[src/rtl/ncal_pkg.sv]
`timescale 1ns / 1ps

package ncal_pkg;

	// Default sizes handed to the top level parameters
	localparam int NEURON_COUNT_DEF  = 1024;
	localparam int FRACTION_BITS_DEF = 16;

	// Field and register widths
	localparam int IDX_W       = 10;
	localparam int IDX_EXT_W   = 17;  // holds any neuron count up to 65536
	localparam int CALC_W      = 32;
	localparam int STEPS_W     = 8;
	localparam int FRAC_W      = 17;
	localparam int DECAY_W     = 25;
	localparam int DECAY_FRAC  = 24;
	localparam int CFG_INDEX_W = 2;
	localparam int CFG_DATA_W  = 32;

	// Datapath widths: c*decay, leak difference, difference*fraction, sum
	localparam int PROD1_W = CALC_W + DECAY_W + 1;
	localparam int DIFF_W  = PROD1_W - DECAY_FRAC;
	localparam int PROD2_W = DIFF_W + FRAC_W + 1;
	localparam int SUM_W   = PROD2_W + 1;

	// Register indexes
	localparam logic [CFG_INDEX_W-1:0] CFG_STEPS    = 2'd0;
	localparam logic [CFG_INDEX_W-1:0] CFG_FRACTION = 2'd1;
	localparam logic [CFG_INDEX_W-1:0] CFG_DECAY    = 2'd2;
	localparam logic [CFG_INDEX_W-1:0] CFG_INCREMENT = 2'd3;

	// Register reset values
	localparam logic [STEPS_W-1:0]       STEPS_RST     = 8'd10;
	localparam logic [FRAC_W-1:0]        FRACTION_RST  = 17'd6554;
	localparam logic [DECAY_W-1:0]       DECAY_RST     = 25'd1678;
	localparam logic signed [CALC_W-1:0] INCREMENT_RST = 32'sd66;

	// Q16.16 limits
	localparam logic signed [CALC_W-1:0] CALC_MAX = 32'sh7FFF_FFFF;
	localparam logic signed [CALC_W-1:0] CALC_MIN = 32'sh8000_0000;

	typedef struct packed {
		logic [IDX_W-1:0] neuron_index;
		logic             fired;
		logic             disabled;
		logic             last_in_sweep;
	} in_item_t;

	typedef struct packed {
		logic [IDX_W-1:0]        result_index;
		logic signed [CALC_W-1:0] calcium_value;
		logic                    updated;
		logic                    sweep_done;
		logic                    extremes_valid;
		logic [IDX_W-1:0]        minimum_index;
		logic [IDX_W-1:0]        maximum_index;
	} out_item_t;

	// Controller to datapath
	typedef struct packed {
		logic clear_wr;
		logic take_item;
		logic load_value;
		logic step_mul1;
		logic step_mul2;
		logic step_acc;
		logic finish;
	} ncal_cmd_t;

	// Datapath to controller
	typedef struct packed {
		logic clear_last;
		logic run;
		logic last_step;
		logic out_free;
	} ncal_status_t;

endpackage

[src/rtl/ncal_ctrl.sv]
`timescale 1ns / 1ps

module ncal_ctrl (
	input  logic                  clk,
	input  logic                  arst_n,
	input  logic                  in_valid,
	output logic                  in_ready,
	input  ncal_pkg::ncal_status_t status,
	output ncal_pkg::ncal_cmd_t    cmd
);

	import ncal_pkg::*;

	localparam logic [2:0] ST_CLEAR = 3'd0;
	localparam logic [2:0] ST_IDLE  = 3'd1;
	localparam logic [2:0] ST_READ  = 3'd2;
	localparam logic [2:0] ST_MUL1  = 3'd3;
	localparam logic [2:0] ST_MUL2  = 3'd4;
	localparam logic [2:0] ST_ACC   = 3'd5;
	localparam logic [2:0] ST_DONE  = 3'd6;

	logic [2:0] state_q;
	logic [2:0] state_d;

	// Next state and commands
	always_comb begin
		state_d  = state_q;
		cmd      = '0;
		in_ready = 1'b0;
		case (state_q)
			ST_CLEAR: begin
				cmd.clear_wr = 1'b1;
				if (status.clear_last) begin
					state_d = ST_IDLE;
				end
			end
			ST_IDLE: begin
				in_ready = 1'b1;
				if (in_valid) begin
					cmd.take_item = 1'b1;
					state_d       = ST_READ;
				end
			end
			ST_READ: begin
				cmd.load_value = 1'b1;
				state_d        = status.run ? ST_MUL1 : ST_DONE;
			end
			ST_MUL1: begin
				cmd.step_mul1 = 1'b1;
				state_d       = ST_MUL2;
			end
			ST_MUL2: begin
				cmd.step_mul2 = 1'b1;
				state_d       = ST_ACC;
			end
			ST_ACC: begin
				cmd.step_acc = 1'b1;
				state_d      = status.last_step ? ST_DONE : ST_MUL1;
			end
			ST_DONE: begin
				if (status.out_free) begin
					cmd.finish = 1'b1;
					state_d    = ST_IDLE;
				end
			end
			default: begin
				state_d = ST_IDLE;
			end
		endcase
	end

	always_ff @(posedge clk or negedge arst_n) begin
		if (!arst_n) begin
			state_q <= ST_CLEAR;
		end else begin
			state_q <= state_d;
		end
	end

endmodule

[config.mk]
export PLATFORM = sky130hd
export DESIGN_NAME = ncal_ctrl
export DESIGN_NICKNAME = d
export VERILOG_FILES = /design/src/rtl/ncal_pkg.sv /design/src/rtl/ncal_ctrl.sv
export SDC_FILE = /design/constraint.sdc
export NUM_CORES = 1
export LEC_CHECK = 0
export ABC_AREA = 0
export BUFFER_PORTS_ARGS = -buffer_cell sky130_fd_sc_hd__clkbuf_2
export CAP_MARGIN = 20
export CORE_AREA = 2 2 39 41
export CTS_BUF_LIST = sky130_fd_sc_hd__clkbuf_8
export DETAILED_ROUTE_END_ITERATION = 16
export DIE_AREA = 0 0 41 43
export PLACE_DENSITY_LB_ADDON = 0.12
export SLEW_MARGIN = 20
export SYNTH_ARGS = -nofsm -noshare
export SYNTH_HDL_FRONTEND = slang
export SYNTH_SLANG_ARGS = --single-unit
export TNS_END_PERCENT = 10
[constraint.sdc]
create_clock -name clk -period 1.7 [get_ports clk]
set_input_delay 0.17 -clock clk [delete_from_list [all_inputs] [get_ports clk]]
set_output_delay 0.17 -clock clk [all_outputs]
set_load 0.02 [all_outputs]
==> results.toml <==
[global_route]
grt-ovfl-total = 0
track_usage_pct = 10.4
grt_pass1_vias = 262
antenna_found_initial = 0
grt_pass1_wl_um = 1160
grt_max_degree = 15

[sta]
fin_worst_skew_ns = 0.00157
maxSlewHeadroom_pct = 75.0
fin_tns_setup_ns = 0
slew_violations = 0
setup_viol = 0
period_share_pct = 87.1
rsz0062_at_grt = "false"
post-route-min-period_ns = 1.48
finalHoldViolations = 0
max_freq_mhz = 675
tightest_slew_ns = 0.375

[min_path]
min_to = "state_q[2]"
min-delay-start = "status[2]"
holdPathStages = 2
hp-class = "input port to register"

[critical_path]
required_ns = 1.53
r2r_end = "state_q[0]"
reg2reg_slack_ns = 0.41
cp_max_fo = 9
path_class = "register to output pin"
endpoint_kind = "output pin"
regToRegStartpoint = "state_q[2]"
setup.worst_path.start_class = "register"
reg2regPathDepth = 3
arrival_ns = 1.31
crit_start = "state_q[1]"

[synth]
netlist_top_cells_count = "nor2_1, dfrtp_1, nand2b_1"
syn_avg_cell_area_um2 = 8.24
ys_seq_elements = 3
synthArstFlopShare_pct = 100
synth.largest_area_cell = "dfrtp_1"
synth_nets = 41
syn_area_um2 = 280
ys_top_cells_by_area = "dfrtp_1, nor2_1, nand2b_1"
synth_most_common_cell = "nor2_1"
ys_warn_count = 0
syn-instance-count = 34
synth-edff-count = 0
synth_flop_cell = "dfrtp_1"
synthDistinctLibCells = 22
synth_top_area_share_pct = 26.8
ys_seq_area_share_pct = 26.8

[layout]
nets = 58
largestRegisters = "state_q x3"
instances_no_fill = 66
n_antenna_cell = 0
synthToLayoutAreaGrowth_pct = 43.3
largest-register = "state_q"
drive_above_1_share_pct = 38.0
largest_register_ffs = 3
final_area_um2 = 402
final_util_pct = 29.0

[floorplanning]
die_y_um = 43
rows = 14
ios = 15
die_x_um = 41
start_util_pct = 20.3
core_um2 = 1380
dieArea_um2 = 1760

[drt]
dr.pass1.iters = 5
drtIter0Drc = 7
routedWlPerCell_um = 10.8
vias = 302
viasPerCell = 4.58
finalWirelength_um = 714
antenna_left = 0
drc = 0

[power]
p_per_area_nw_per_um2 = 2060
power_uw = 827
p_leak_uw = 0.000212
peakVddDrop_v = 0.000509

[outcome]
status = "complete, no violations"

[place]
dpl.hpwl_um = 537
gp_congestion = 0.707
dp_cells = 61
dpl-instance-area_um2 = 347
io_buffer_count = 14

[job]
max_cap_violations = 0

[clocking]
cts_max_level = 1
cts_tree = "built"
clock_sinks = 3
clk-insertion-delay-late_ns = 0.21
cts_root_buffer = "clkbuf_8"
clk_pin_slew_ns = 0.03
cts_made_buffers = 3
cts_resized = 0
clockBufferDepth = 2
-- worst max-delay path: stages, from the launching register on --
cell      delay [ns]
dfrtp_1         0.46
nand2b_1        0.20
nor2_1          0.13
and2_1          0.14
clkbuf_2        0.16
-- cell type report --
class | count | area [µm²]
Fill cell | 149 | 982
Multi-Input combinational cell | 26 | 174
Timing Repair Buffer | 15 | 80.1
Sequential cell | 3 | 75.1
Clock buffer | 3 | 41.3
Tap cell | 16 | 20.0
Inverter | 2 | 7.51
Clock inverter | 1 | 3.75
-- layout by cell type, fill, tap and decap left out --
master	n
o2bb2ai_1	1
or2b_1	1
o211a_1	1
dfrtp_1	3
nor3_2	1
o21ai_0	1
and3b_1	1
and2_1	2
nand2b_1	3
clkbuf_8	3
inv_1	3
o22ai_1	2
dlygate4sd3_1	1
nor3_1	1
clkbuf_2	14
a221oi_1	1
a311oi_2	1
nor2b_1	1
o21ba_1	1
nor2_1	6
or2_1	1
and3_1	1
-- how the worst max path moves through the flow --
stage                     slack [ns]    endpoint
after global routing            0.12      cmd[5]
after CTS                       0.22      cmd[5]
after detailed placement        0.42  state_q[0]
after global placement          0.42  state_q[0]
final                           0.22      cmd[5]
after floorplan                 0.29      cmd[5]
-- logic make-up after synthesis --
logic type	Yosys count	share of synthesized area (%)
AND/OR/NAND/NOR	18	37.1
AO/OA/AOI/OAI	8	25.0
buffers and inverters	5	11.2
flip-flops	3	26.8
-- per-stage QoR --
stage,setup slack (ns),hold WS [ns]
after global placement,0.417,-0.0319
final,0.219,0.175
after floorplan,0.287,-0.126
after detailed placement,0.420,-0.0327
after CTS,0.220,0.179
after global routing,0.121,0.198
-- report_power, final --
part,internal (µW),leakage (µW),total (µW),switching [µW]
clock network,154,0.0000269,199,45.8
logic,183,0.000149,420,237
registers,109,0.0000361,208,98.9
-- what timing repair did --
item | 4_1_cts | 5_1_grt
setup buffers | 0 | 0
endpoints found under the setup margin | 0 | 0
hold buffers | 1 | 0
endpoints found under the hold margin | 3 | 0
-- metal layers --
layer	global-route usage, %	up-vias	wire length [µm]
met4	10.0	0	14
met3	3.66	2	57
li1	-	150	-
met5	0	-	0
met1	14.0	131	319
met2	11.9	19	322
Note: power is estimated with default switching activity, not from simulation.
